--- src/rtl/stqw_pkg.sv ---
package stqw_pkg;

  // Default width of the byte position inside a table.
  localparam int POSITION_BITS_DEF = 16;

  localparam logic [7:0] STOP_TYPE  = 8'd127;
  localparam logic [7:0] MIN_LENGTH = 8'd4;

  // Query modes.
  localparam logic [1:0] MODE_COUNT  = 2'd0;
  localparam logic [1:0] MODE_WORD   = 2'd1;
  localparam logic [1:0] MODE_STRING = 2'd2;

  // Configuration register indexes.
  localparam logic [2:0] REG_QUERY_MODE     = 3'd0;
  localparam logic [2:0] REG_STRUCT_TYPE    = 3'd1;
  localparam logic [2:0] REG_FIELD_OFFSET   = 3'd2;
  localparam logic [2:0] REG_INSTANCE_INDEX = 3'd3;
  localparam logic [2:0] REG_TABLE_LENGTH   = 3'd4;

  // Result kinds.
  localparam logic KIND_STRING_BYTE = 1'b0;
  localparam logic KIND_FINAL       = 1'b1;

  typedef enum logic [6:0] {
    PH_TYPE      = 7'b0000001,
    PH_LEN       = 7'b0000010,
    PH_FMT       = 7'b0000100,
    PH_STR_START = 7'b0001000,
    PH_IN_STR    = 7'b0010000,
    PH_STREAM    = 7'b0100000,
    PH_DONE      = 7'b1000000
  } phase_t;

  // Outcome of looking at one formatted-area byte of the queried structure.
  typedef struct packed {
    logic        fin;
    logic [15:0] cap;
    logic [15:0] value;
    logic        found;
  } field_t;

  function automatic field_t take_field(input logic on_target, input logic [1:0] mode,
                                        input logic eq0, input logic eq1,
                                        input logic [7:0] b, input logic [15:0] cap);
    field_t f;
    f.fin   = 1'b0;
    f.cap   = cap;
    f.value = 16'd0;
    f.found = 1'b0;
    if (on_target) begin
      if (mode == MODE_WORD) begin
        if (eq0) f.cap = {8'd0, b};
        if (eq1) begin
          f.cap   = {b, f.cap[7:0]};
          f.fin   = 1'b1;
          f.value = f.cap;
          f.found = 1'b1;
        end
      end else if (mode == MODE_STRING && eq0) begin
        f.cap = {8'd0, b};
        if (b == 8'd0) f.fin = 1'b1;
      end
    end
    return f;
  endfunction

endpackage

--- src/rtl/smbios_table_query_walker.sv ---
// Structure table query walker.
//
// The input channel (in_*) carries the table one byte per beat. The block
// walks the structures (type byte, length byte, formatted area, string set)
// and answers the query set up through the configuration port (cfg_*):
// the count of structures of a type, the little-endian word at an offset in
// the selected instance, or the string picked by the index byte there.
// In string mode each byte of the string leaves as a beat with out_tuser low,
// followed by a final beat with out_tuser and out_tlast high. Every table run
// ends with exactly one final beat, given as soon as the answer is known or
// at the byte at position table_length-1, after which the walk restarts.
//
// Each accepted byte is decoded combinationally; its result, if any, is in the
// output register on the next cycle. One byte is accepted per cycle for as
// long as the receiver keeps up: the single output register holds a waiting
// result, and in_tready drops only while that register is full and
// out_tready is low, so a stalled receiver stalls the input with no loss.
// The synchronous reset loads the register defaults, empties the output
// register and puts the walk at position zero expecting a type byte.
// The user must write configuration only while no beat is in flight; not enforced.
module smbios_table_query_walker #(
  parameter int POSITION_BITS = stqw_pkg::POSITION_BITS_DEF
) (
  input  logic        clk,
  input  logic        rst_n,
  // Input channel.
  input  logic        in_tvalid,
  output logic        in_tready,
  input  logic [7:0]  in_tdata,   // [7:0] table_byte
  // Result channel.
  output logic        out_tvalid,
  input  logic        out_tready,
  output logic [23:0] out_tdata,  // [15:0] data_value, [16] found, zero fill above
  output logic        out_tuser,  // [0] result_kind
  output logic        out_tlast,  // last
  // Configuration write port.
  input  logic        cfg_we,
  input  logic [2:0]  cfg_addr,
  input  logic [15:0] cfg_wdata
);

  localparam int CW = ((POSITION_BITS > 16) ? POSITION_BITS : 16) + 2;

  // Configuration registers.
  logic [1:0]  query_mode_r;
  logic [7:0]  struct_type_r;
  logic [7:0]  field_offset_r;
  logic [15:0] instance_index_r;
  logic [15:0] table_length_r;

  // Walk state.
  logic [POSITION_BITS-1:0] byte_position_r, byte_position_nxt;
  logic [POSITION_BITS-1:0] struct_start_r, struct_start_nxt;
  stqw_pkg::phase_t         walk_phase_r, walk_phase_nxt;
  logic [7:0]               current_type_r, current_type_nxt;
  logic [7:0]               formatted_length_r, formatted_length_nxt;
  logic [15:0]              match_count_r, match_count_nxt;
  logic [15:0]              captured_field_r, captured_field_nxt;
  logic [7:0]               string_counter_r, string_counter_nxt;
  logic                     previous_was_zero_r, previous_was_zero_nxt;
  logic                     answer_given_r, answer_given_nxt;
  logic                     on_target_r, on_target_nxt;

  // Output register.
  logic        out_valid_r;
  logic [15:0] out_value_r;
  logic        out_found_r;
  logic        out_kind_r;

  // Result of the current byte.
  logic        res_v;
  logic        res_kind;
  logic [15:0] res_value;
  logic        res_found;

  logic                     accept;
  logic [7:0]               b;
  logic [15:0]              len_total;
  logic [CW-1:0]            pos_ext, len_ext, pos_p1, r_ext, off_ext;
  logic [POSITION_BITS-1:0] r_pos;
  logic [8:0]               off_p1;
  logic                     stringq;
  stqw_pkg::field_t         f0, f1, ff;

  assign in_tready = !out_valid_r || out_tready;
  assign accept    = in_tvalid && in_tready;
  assign b         = in_tdata;

  assign len_total = (table_length_r == 16'd0) ? 16'd1 : table_length_r;
  assign pos_ext   = CW'(byte_position_r);
  assign len_ext   = CW'(len_total);
  assign pos_p1    = pos_ext + CW'(1);
  assign r_pos     = byte_position_r - struct_start_r;
  assign r_ext     = CW'(r_pos);
  assign off_ext   = CW'(field_offset_r);
  assign off_p1    = {1'b0, field_offset_r} + 9'd1;
  assign stringq   = on_target_r && (query_mode_r == stqw_pkg::MODE_STRING);

  always_comb begin
    walk_phase_nxt        = walk_phase_r;
    struct_start_nxt      = struct_start_r;
    current_type_nxt      = current_type_r;
    formatted_length_nxt  = formatted_length_r;
    match_count_nxt       = match_count_r;
    captured_field_nxt    = captured_field_r;
    string_counter_nxt    = string_counter_r;
    previous_was_zero_nxt = previous_was_zero_r;
    answer_given_nxt      = answer_given_r;
    on_target_nxt         = on_target_r;
    byte_position_nxt     = byte_position_r;
    res_v     = 1'b0;
    res_kind  = stqw_pkg::KIND_FINAL;
    res_value = 16'd0;
    res_found = 1'b0;
    f0 = '0;
    f1 = '0;
    ff = '0;

    unique case (walk_phase_r)
      stqw_pkg::PH_TYPE: begin
        current_type_nxt = b;
        if (b == stqw_pkg::STOP_TYPE || (pos_ext + CW'(4)) > len_ext) begin
          res_v     = 1'b1;
          res_value = (query_mode_r == stqw_pkg::MODE_COUNT) ? match_count_r : 16'd0;
          res_found = (query_mode_r == stqw_pkg::MODE_COUNT);
        end else begin
          walk_phase_nxt = stqw_pkg::PH_LEN;
        end
      end
      stqw_pkg::PH_LEN: begin
        formatted_length_nxt = b;
        if (b < stqw_pkg::MIN_LENGTH || (CW'(struct_start_r) + CW'(b)) > len_ext) begin
          res_v     = 1'b1;
          res_value = (query_mode_r == stqw_pkg::MODE_COUNT) ? match_count_r : 16'd0;
          res_found = (query_mode_r == stqw_pkg::MODE_COUNT);
        end else begin
          on_target_nxt = 1'b0;
          if (current_type_r == struct_type_r) begin
            if (query_mode_r == stqw_pkg::MODE_COUNT) begin
              if (match_count_r != 16'hFFFF) match_count_nxt = match_count_r + 16'd1;
            end else if (query_mode_r == stqw_pkg::MODE_WORD ||
                         query_mode_r == stqw_pkg::MODE_STRING) begin
              if (match_count_r == instance_index_r) begin
                on_target_nxt = 1'b1;
                // Offset must fall inside the formatted area, checked without wrap.
                if ((query_mode_r == stqw_pkg::MODE_WORD && off_p1 >= {1'b0, b}) ||
                    (query_mode_r == stqw_pkg::MODE_STRING && field_offset_r >= b)) begin
                  res_v = 1'b1;
                end
              end else if (match_count_r != 16'hFFFF) begin
                match_count_nxt = match_count_r + 16'd1;
              end
            end
          end
          if (!res_v) begin
            walk_phase_nxt = stqw_pkg::PH_FMT;
            // The header bytes are offsets zero and one of the structure.
            f0 = stqw_pkg::take_field(on_target_nxt, query_mode_r,
                                      field_offset_r == 8'd0, 1'b0,
                                      current_type_r, captured_field_r);
            captured_field_nxt = f0.cap;
            if (f0.fin) begin
              res_v     = 1'b1;
              res_value = f0.value;
              res_found = f0.found;
            end else begin
              f1 = stqw_pkg::take_field(on_target_nxt, query_mode_r,
                                        field_offset_r == 8'd1, field_offset_r == 8'd0,
                                        b, f0.cap);
              captured_field_nxt = f1.cap;
              if (f1.fin) begin
                res_v     = 1'b1;
                res_value = f1.value;
                res_found = f1.found;
              end
            end
          end
        end
      end
      stqw_pkg::PH_FMT: begin
        ff = stqw_pkg::take_field(on_target_r, query_mode_r,
                                  r_ext == off_ext, r_ext == (off_ext + CW'(1)),
                                  b, captured_field_r);
        captured_field_nxt = ff.cap;
        if (ff.fin) begin
          res_v     = 1'b1;
          res_value = ff.value;
          res_found = ff.found;
        end else if ((r_ext + CW'(1)) >= CW'(formatted_length_r)) begin
          walk_phase_nxt        = stqw_pkg::PH_STR_START;
          previous_was_zero_nxt = 1'b0;
          string_counter_nxt    = 8'd1;
        end
      end
      stqw_pkg::PH_STR_START: begin
        if (b == 8'd0) begin
          if (stringq) begin
            res_v = 1'b1;
          end else if (previous_was_zero_r) begin
            walk_phase_nxt   = stqw_pkg::PH_TYPE;
            struct_start_nxt = byte_position_r + POSITION_BITS'(1);
          end else begin
            previous_was_zero_nxt = 1'b1;
          end
        end else begin
          previous_was_zero_nxt = 1'b0;
          if (stringq && {8'd0, string_counter_r} == captured_field_r) begin
            walk_phase_nxt = stqw_pkg::PH_STREAM;
            res_v     = 1'b1;
            res_kind  = stqw_pkg::KIND_STRING_BYTE;
            res_value = {8'd0, b};
            res_found = 1'b1;
          end else begin
            walk_phase_nxt = stqw_pkg::PH_IN_STR;
          end
        end
      end
      stqw_pkg::PH_IN_STR: begin
        if (b == 8'd0) begin
          previous_was_zero_nxt = 1'b1;
          walk_phase_nxt        = stqw_pkg::PH_STR_START;
          if (string_counter_r != 8'hFF) string_counter_nxt = string_counter_r + 8'd1;
        end else begin
          previous_was_zero_nxt = 1'b0;
        end
      end
      stqw_pkg::PH_STREAM: begin
        res_v     = 1'b1;
        res_found = 1'b1;
        if (b == 8'd0) begin
          res_value = captured_field_r;
        end else begin
          res_kind  = stqw_pkg::KIND_STRING_BYTE;
          res_value = {8'd0, b};
        end
      end
      stqw_pkg::PH_DONE: begin
      end
      default: begin
      end
    endcase

    // A final answer closes the walk for the rest of the table.
    if (res_v && res_kind == stqw_pkg::KIND_FINAL) begin
      answer_given_nxt = 1'b1;
      walk_phase_nxt   = stqw_pkg::PH_DONE;
    end

    // Last byte of the table: close the run and restart at position zero.
    if (pos_p1 >= len_ext) begin
      if (res_v && res_kind == stqw_pkg::KIND_STRING_BYTE) begin
        // String cut off by the table end: not found.
        res_kind  = stqw_pkg::KIND_FINAL;
        res_value = 16'd0;
        res_found = 1'b0;
      end else if (!res_v && !answer_given_r) begin
        res_v     = 1'b1;
        res_kind  = stqw_pkg::KIND_FINAL;
        res_value = (query_mode_r == stqw_pkg::MODE_COUNT) ? match_count_nxt : 16'd0;
        res_found = (query_mode_r == stqw_pkg::MODE_COUNT);
      end
      walk_phase_nxt        = stqw_pkg::PH_TYPE;
      struct_start_nxt      = '0;
      current_type_nxt      = 8'd0;
      formatted_length_nxt  = 8'd0;
      match_count_nxt       = 16'd0;
      captured_field_nxt    = 16'd0;
      string_counter_nxt    = 8'd1;
      previous_was_zero_nxt = 1'b0;
      answer_given_nxt      = 1'b0;
      on_target_nxt         = 1'b0;
      byte_position_nxt     = '0;
    end else begin
      byte_position_nxt = byte_position_r + POSITION_BITS'(1);
    end
  end

  // Configuration registers.
  always_ff @(posedge clk) begin
    if (!rst_n) begin
      query_mode_r     <= stqw_pkg::MODE_COUNT;
      struct_type_r    <= 8'd17;
      field_offset_r   <= 8'd0;
      instance_index_r <= 16'd0;
      table_length_r   <= 16'd1;
    end else if (cfg_we) begin
      unique case (cfg_addr)
        stqw_pkg::REG_QUERY_MODE:     query_mode_r     <= cfg_wdata[1:0];
        stqw_pkg::REG_STRUCT_TYPE:    struct_type_r    <= cfg_wdata[7:0];
        stqw_pkg::REG_FIELD_OFFSET:   field_offset_r   <= cfg_wdata[7:0];
        stqw_pkg::REG_INSTANCE_INDEX: instance_index_r <= cfg_wdata;
        stqw_pkg::REG_TABLE_LENGTH:   table_length_r   <= cfg_wdata;
        default: begin
        end
      endcase
    end
  end

  // Walk state.
  always_ff @(posedge clk) begin
    if (!rst_n) begin
      byte_position_r     <= '0;
      struct_start_r      <= '0;
      walk_phase_r        <= stqw_pkg::PH_TYPE;
      current_type_r      <= 8'd0;
      formatted_length_r  <= 8'd0;
      match_count_r       <= 16'd0;
      captured_field_r    <= 16'd0;
      string_counter_r    <= 8'd1;
      previous_was_zero_r <= 1'b0;
      answer_given_r      <= 1'b0;
      on_target_r         <= 1'b0;
    end else if (accept) begin
      byte_position_r     <= byte_position_nxt;
      struct_start_r      <= struct_start_nxt;
      walk_phase_r        <= walk_phase_nxt;
      current_type_r      <= current_type_nxt;
      formatted_length_r  <= formatted_length_nxt;
      match_count_r       <= match_count_nxt;
      captured_field_r    <= captured_field_nxt;
      string_counter_r    <= string_counter_nxt;
      previous_was_zero_r <= previous_was_zero_nxt;
      answer_given_r      <= answer_given_nxt;
      on_target_r         <= on_target_nxt;
    end
  end

  // Output register.
  always_ff @(posedge clk) begin
    if (!rst_n) begin
      out_valid_r <= 1'b0;
    end else if (accept) begin
      out_valid_r <= res_v;
    end else if (out_tready) begin
      out_valid_r <= 1'b0;
    end
  end

  always_ff @(posedge clk) begin
    if (accept) begin
      out_value_r <= res_value;
      out_found_r <= res_found;
      out_kind_r  <= res_kind;
    end
  end

  assign out_tvalid = out_valid_r;
  assign out_tdata  = {7'd0, out_found_r, out_value_r};
  assign out_tuser  = out_kind_r;
  assign out_tlast  = (out_kind_r == stqw_pkg::KIND_FINAL);

endmodule

--- config.mk ---
export PLATFORM = sky130hd
export DESIGN_NAME = smbios_table_query_walker
export DESIGN_NICKNAME = d
export VERILOG_FILES = /design/src/rtl/stqw_pkg.sv /design/src/rtl/smbios_table_query_walker.sv
export SDC_FILE = /design/constraint.sdc
export NUM_CORES = 1
export LEC_CHECK = 0
export BUFFER_PORTS_ARGS = -buffer_cell sky130_fd_sc_hd__buf_2
export CORE_UTILIZATION = 45
export CTS_CLUSTER_DIAMETER = 40
export CTS_CLUSTER_SIZE = 28
export DETAILED_ROUTE_END_ITERATION = 7
export PLACE_DENSITY = 0.6
export SLEW_MARGIN = 20
export SYNTH_ARGS = -nofsm -noshare
export SYNTH_HDL_FRONTEND = slang
export SYNTH_SLANG_ARGS = --single-unit
--- constraint.sdc ---
create_clock -name clk -period 12.5 [get_ports clk]
set_input_delay 1.875 -clock clk [delete_from_list [all_inputs] [get_ports clk]]
set_output_delay 1.875 -clock clk [all_outputs]
set_load 0.02 [all_outputs]
# Word-level counts from Yosys, hierarchy flattened
# Cells that the tools add are included.
[classes]
n_addsub = 10
n_mul = 0
div_mod_pow = 0
magnitude_cmp = 7
n_eq_ne = 41
shift = 0
n_mux = 141
bitwise_logic = 1
reduce_logical = 51
[ops]
columns = ["operator", "n"]
rows = [
  ["16-bit 2-to-1 mux", 35],
  ["34-bit 2-to-1 mux", 9],
  ["17-bit 2-to-1 mux", 11],
  ["8-bit 2-to-1 mux", 11],
  ["16-bit one-hot mux with 5 select lines", 1],
  ["7-bit 2-to-1 mux", 11],
  ["1-bit 2-to-1 mux", 55],
  ["7-bit one-hot mux with 5 select lines", 1],
  ["16-bit by 1-bit adder with 17-bit output (second input constant)", 2],
  ["17-bit by 16-bit greater-than comparator with 1-bit output", 2],
  ["16-bit by 1-bit adder with 16-bit output (second input constant)", 2],
  ["4-bit != test (second input constant)", 8],
  ["16-bit one-hot mux with 2 select lines", 1],
  ["8-bit zero test", 3],
  ["3-bit != test (second input constant)", 7],
  ["8-bit by 1-bit adder with 9-bit output (second input constant)", 2],
  ["16-bit by 3-bit adder with 17-bit output (second input constant)", 1],
  ["16-bit by 8-bit adder with 17-bit output", 1],
  ["17-bit by 16-bit >= comparator with 1-bit output", 1],
  ["17-bit by 8-bit >= comparator with 1-bit output", 1],
  ["16-bit equality test", 1],
  ["16-bit by 8-bit equality test with 1-bit output", 1],
  ["16-bit by 9-bit equality test with 1-bit output", 1],
  ["8-bit by 16-bit equality test with 1-bit output", 1],
  ["other kinds (45)", 82],
]
[totals]
ff_bits = 167
latchBits = 0
mem_bits_rw = 0
romBits = 0
input_bits = 32
out_inout_bits = 28
wordCells = 272
memories = 0

# Longest topological paths before layout
[depth]
word_depth = 33
mapped_depth = 24

# Worst setup path before layout
# OpenSTA, ideal clock, no wires.
[synth_timing]
kind = "input port to flip-flop"
from = "input in_tdata[1]"
to = "register out_value_r[10] (data pin)"
arrival_ns = 6.188
required_time_ns = 12.237
slack_ns = 6.048
path_stages = 24
path_cell_list = "ha_1 > a21o_1 > a21oi_1 > o21bai_1 > a21oi_1 > o21bai_1 > a21oi_1 > nor2b_1 > o21a_1 > nand2_1 > xnor2_1 > ha_1 > nand2_1 > nor4_1 > a41oi_1 > or4_1 > a211oi_2 > a21boi_2 > buf_4 > nand3_2 > or2_1 > nor2b_1 > o21ai_0 > a21oi_1"
[synth_between]
elab_chain_cells = 19
elab_cells_between_ends = 59
[synth_lines]
columns = ["element", "line_no", "source"]
rows = [
  ["from (decl)", "smbios_table_query_walker.sv:29", "input logic [7:0] in_tdata,"],
  ["parallel branches: the longest is 18 deep, another holds 16-bit by 8-bit adder with 17-bit output", "--", ""],
  ["16-bit 2-to-1 mux (*)", "smbios_table_query_walker.sv:250", "if (pos_p1 >= len_ext) begin"],
  ["named net res_value[10]", "smbios_table_query_walker.sv:73", "logic [15:0] res_value;"],
  ["to (signal assigned)", "smbios_table_query_walker.sv:341", "out_value_r <= res_value;"],
  ["to (decl)", "smbios_table_query_walker.sv:66", "logic [15:0] out_value_r;"],
]
# Mark *: on every way through the listed nets, which the timed path passes. The select of a mux whose other input is x is not followed.
# A chain may end at the register's enable or synchronous reset.

# Final worst setup path
# Ends and elaborated chain as after synthesis.

==> run_results.csv <==
group,metric,value,unit
synth,synth_top_area_cell,"dfxtp_1",
timing,fin_worst_skew,16.4,ps
clock_tree,clk_path_buf_depth,2,
synth,synthFlopType,"dfxtp_1",
timing,setup_ws,5220,ps
clock_tree,htree_levels,4,
global_route,grt_pass1_vias,11600,
clock_tree,cts_hold_buf,0,
placed_design,pre_cts_ws,4850,ps
detailed_routing,wire_per_inst,21.2,um
layout,syn2layout_area_growth,7.54,%
layout,finish.utilization,0.492,
global_route,grt_start_max_net_pins,84,
clock_tree,clock-sinks,167,
timing,setup_viol,0,
pwr,total_power,1.42,mW
pwr,ir_drop,100,uV
global_route,grt_overflow,0,
pwr,switchingPower,464,uW
timing,fin_crit,7280,ps
setup_path,crit_top_cell,"a21oi_1",
setup_path,critPathLaunchType,"input pin",
status,status,"complete, but fails checks",
detailed_routing,firstDrtPassIters,8,
floorplanning,die_area,29800,um^2
timing,period_share,0.582,
floorplanning,start_util,0.457,
pwr,comb_power_share,0.190,
floorplanning,pin_count,60,
floorplanning,die_x,173,um
synth,synth_edf_count,18,
setup_path,worstPathRequired,12670,ps
clock_tree,clkSlewWorstSetupHoldPaths,70,ps
detailed_routing,drtIter0Drc,1317,
layout,fillers,2898,
layout,fin_nets,1804,
synth,synth_common_cells,"nand2_1 (202), nor2_1 (157), a21oi_1 (155)",
synth,yosysMostFrequentCell,"nand2_1",
synth,netlist_area,13100,um^2
layout,drive_gt1_frac,0.0788,
synth,ys_ff_latch,167,
pwr,switching_share,0.327,
setup_path,crit_fanout,15,
timing,drv_slew,0,
clock_tree,cts_tree,"done",
synth,yosys_warnings,0,
synth,avgSynthCellArea,7.79,um^2
setup_path,crit_path_end_kind,"register",
placed_design,globalplace.congestion,0.919,
timing,worstMarginPinSlew,921,ps
clock_tree,cts_setup_buffers,0,
timing,rsz0062_at_grt,"no",
detailed_routing,num_vias,12600,
floorplanning,fp.dieH,173,um
synth,synth_area_leaders,"dfxtp_1 (23%), ha_1 (10%), a21oi_1 (5.9%)",
job,drv_cap,0,
pwr,clkPwrFrac,0.409,
setup_path,worst_path_max_delay_cell,"or4_1",
synth,seq_area_frac_synth,0.269,
global_route,antenna_found_initial,0,
layout,fin_cells,2061,
synth,synth-async-reset-ratio,0,
synth,syn_inst,1683,
placed_design,portBuffers,52,
status,violations,"DRC",
floorplanning,rows,62,
pwr,p_seq_frac,0.401,
setup_path,worstSetupPathType,"in2reg",
placed_design,dp_hpwl,32500,um
synth,yosysUniqueCellTypes,91,
placed_design,place_inst,2028,
detailed_routing,drc,2,
timing,max_freq,0.137,GHz
floorplanning,core_area,28700,um^2
global_route,grt_first_pass_wirelength,67900,um
clock_tree,cts_resized,0,
timing,hold_viol_final,0,
setup_path,max_stage_delay,530,ps
global_route,track_usage,0.291,
timing,tns,0,ps
clock_tree,root_buffer,"clkbuf_16",
pwr,p_leak,5.78,nW
timing,slew_headroom,0.384,
setup_path,cp_cell_sequence,"buf_2 -> ha_1 -> a21o_1 -> a21oi_1 -> o21bai_1 -> a21oi_1 -> o21bai_1 -> a21oi_1 -> nor2b_1 -> o21a_1 -> nand2_1 -> xnor2_1 -> ha_1 -> nand2_1 -> nor4_1 -> a41oi_1 -> or4_1 -> a211oi_2 -> a21boi_2 -> nand3_2 -> or2_1 -> nor2b_1 -> o21ai_0 -> a21oi_1",
detailed_routing,via_per_inst,6.10,
detailed_routing,ant_nets,0,
worst_hold_path,hold_path_class,"reg2reg",
pwr,power.internal,953,uW
clock_tree,clkLatencyLatePin,460,ps
setup_path,arrival,7450,ps
synth,yosysTopAreaCellShare,0.227,
clock_tree,cts-buffers-inserted,17,
detailed_routing,drt_wl_total,43600,um
pwr,p_per_area,100,nW/um^2
[power groups by stage]
stage	registers (mW)	logic [mW]	clock network [mW]
after CTS	0.568	0.262	0.587
after detailed placement	0.580	0.261	0
after global placement	0.580	0.259	0
after global routing	0.570	0.287	0.607
final	0.569	0.269	0.579
after floorplan	0.579	0.180	0
[metal layers]
metal,GRT usage,part of all wire
met1,0.413,0.46
met2,0.455,0.44
met3,0.0433,0.082
met4,0.0830,0.020
met5,0,0
[sequential cells by signal, summed over array words and instances, names as in the netlist, 2 cells and up]
signal              flops
table_length_r         16
formatted_length_r      8
query_mode_r            2
out_value_r            16
byte_position_r        16
captured_field_r       16
walk_phase_r            7
current_type_r          8
struct_start_r         16
instance_index_r       16
struct_type_r           8
field_offset_r          8
string_counter_r        8
match_count_r          16
[cell type report]
cell class / instances / area (um^2) / area share
inverters: 76 / 287 / 0.0203
clock buffers: 19 / 464 / 0.0329
repair buffers: 59 / 313 / 0.0222
clock inverters: 13 / 170 / 0.0121
multi-input cells: 1342 / 8870 / 0.629
well taps: 384 / 480 / 0.0341
flip-flops and latches: 167 / 3520 / 0.250
diodes: 1 / 2.50 / 0.000177
[path summary, 6_finish.rpt]
kind                            start                   to  slack (ps)  depth (start not counted)
hold reg to reg   instance_index_r[3]  instance_index_r[3]         470                          2
setup / recovery          in_tdata[1]      out_value_r[10]        5220                         24
hold / removal    instance_index_r[3]  instance_index_r[3]         470                          2
setup reg to reg    struct_start_r[1]      out_value_r[10]        6620                         23
[layout by cell type, fill, tap and decap left out, drive strengths merged, types with 44 or more instances in the layout]
| cell | instances |
|---|---|
| a21oi | 160 |
| a22oi | 53 |
| buf | 59 |
| dfxtp | 149 |
| ha | 107 |
| inv | 84 |
| nand2 | 202 |
| nand3 | 62 |
| nor2 | 157 |
| nor3 | 44 |
| o21ai | 73 |
| xor2 | 64 |
[metrics by stage]
| step | hold WS [ps] | area [um^2] |
|---|---|---|
| floorplan | 427 | 13100 |
| global placement | 458 | 13500 |
| detailed placement | 465 | 13500 |
| CTS | 475 | 14100 |
| global route | 491 | 14100 |
| finish | 470 | 14100 |
[critical path, delay by kind of cell]
family	cells	cell delay, ps
adders and majority gates	2	620
AOI/OAI and AO/OA	12	2600
xor gates and xnor gates	1	60
buffers and inverters	1	360
and+or+nand+nor	8	1930
[logic make-up (layout without fill, tap and decap cells)]
kind of cell    Yosys count  count (layout)  share of synthesized area
flops                   167             167                      0.269
mux                      28              28                     0.0217
compound gates          459             459                      0.232
simple gates            626             626                      0.232
fa+ha+maj               109             109                      0.105
other cells               1               8                   0.000286
buf+inv                 180             167                     0.0576
xor+xnor                113             113                     0.0836
(Power assumes the default switching activity.)
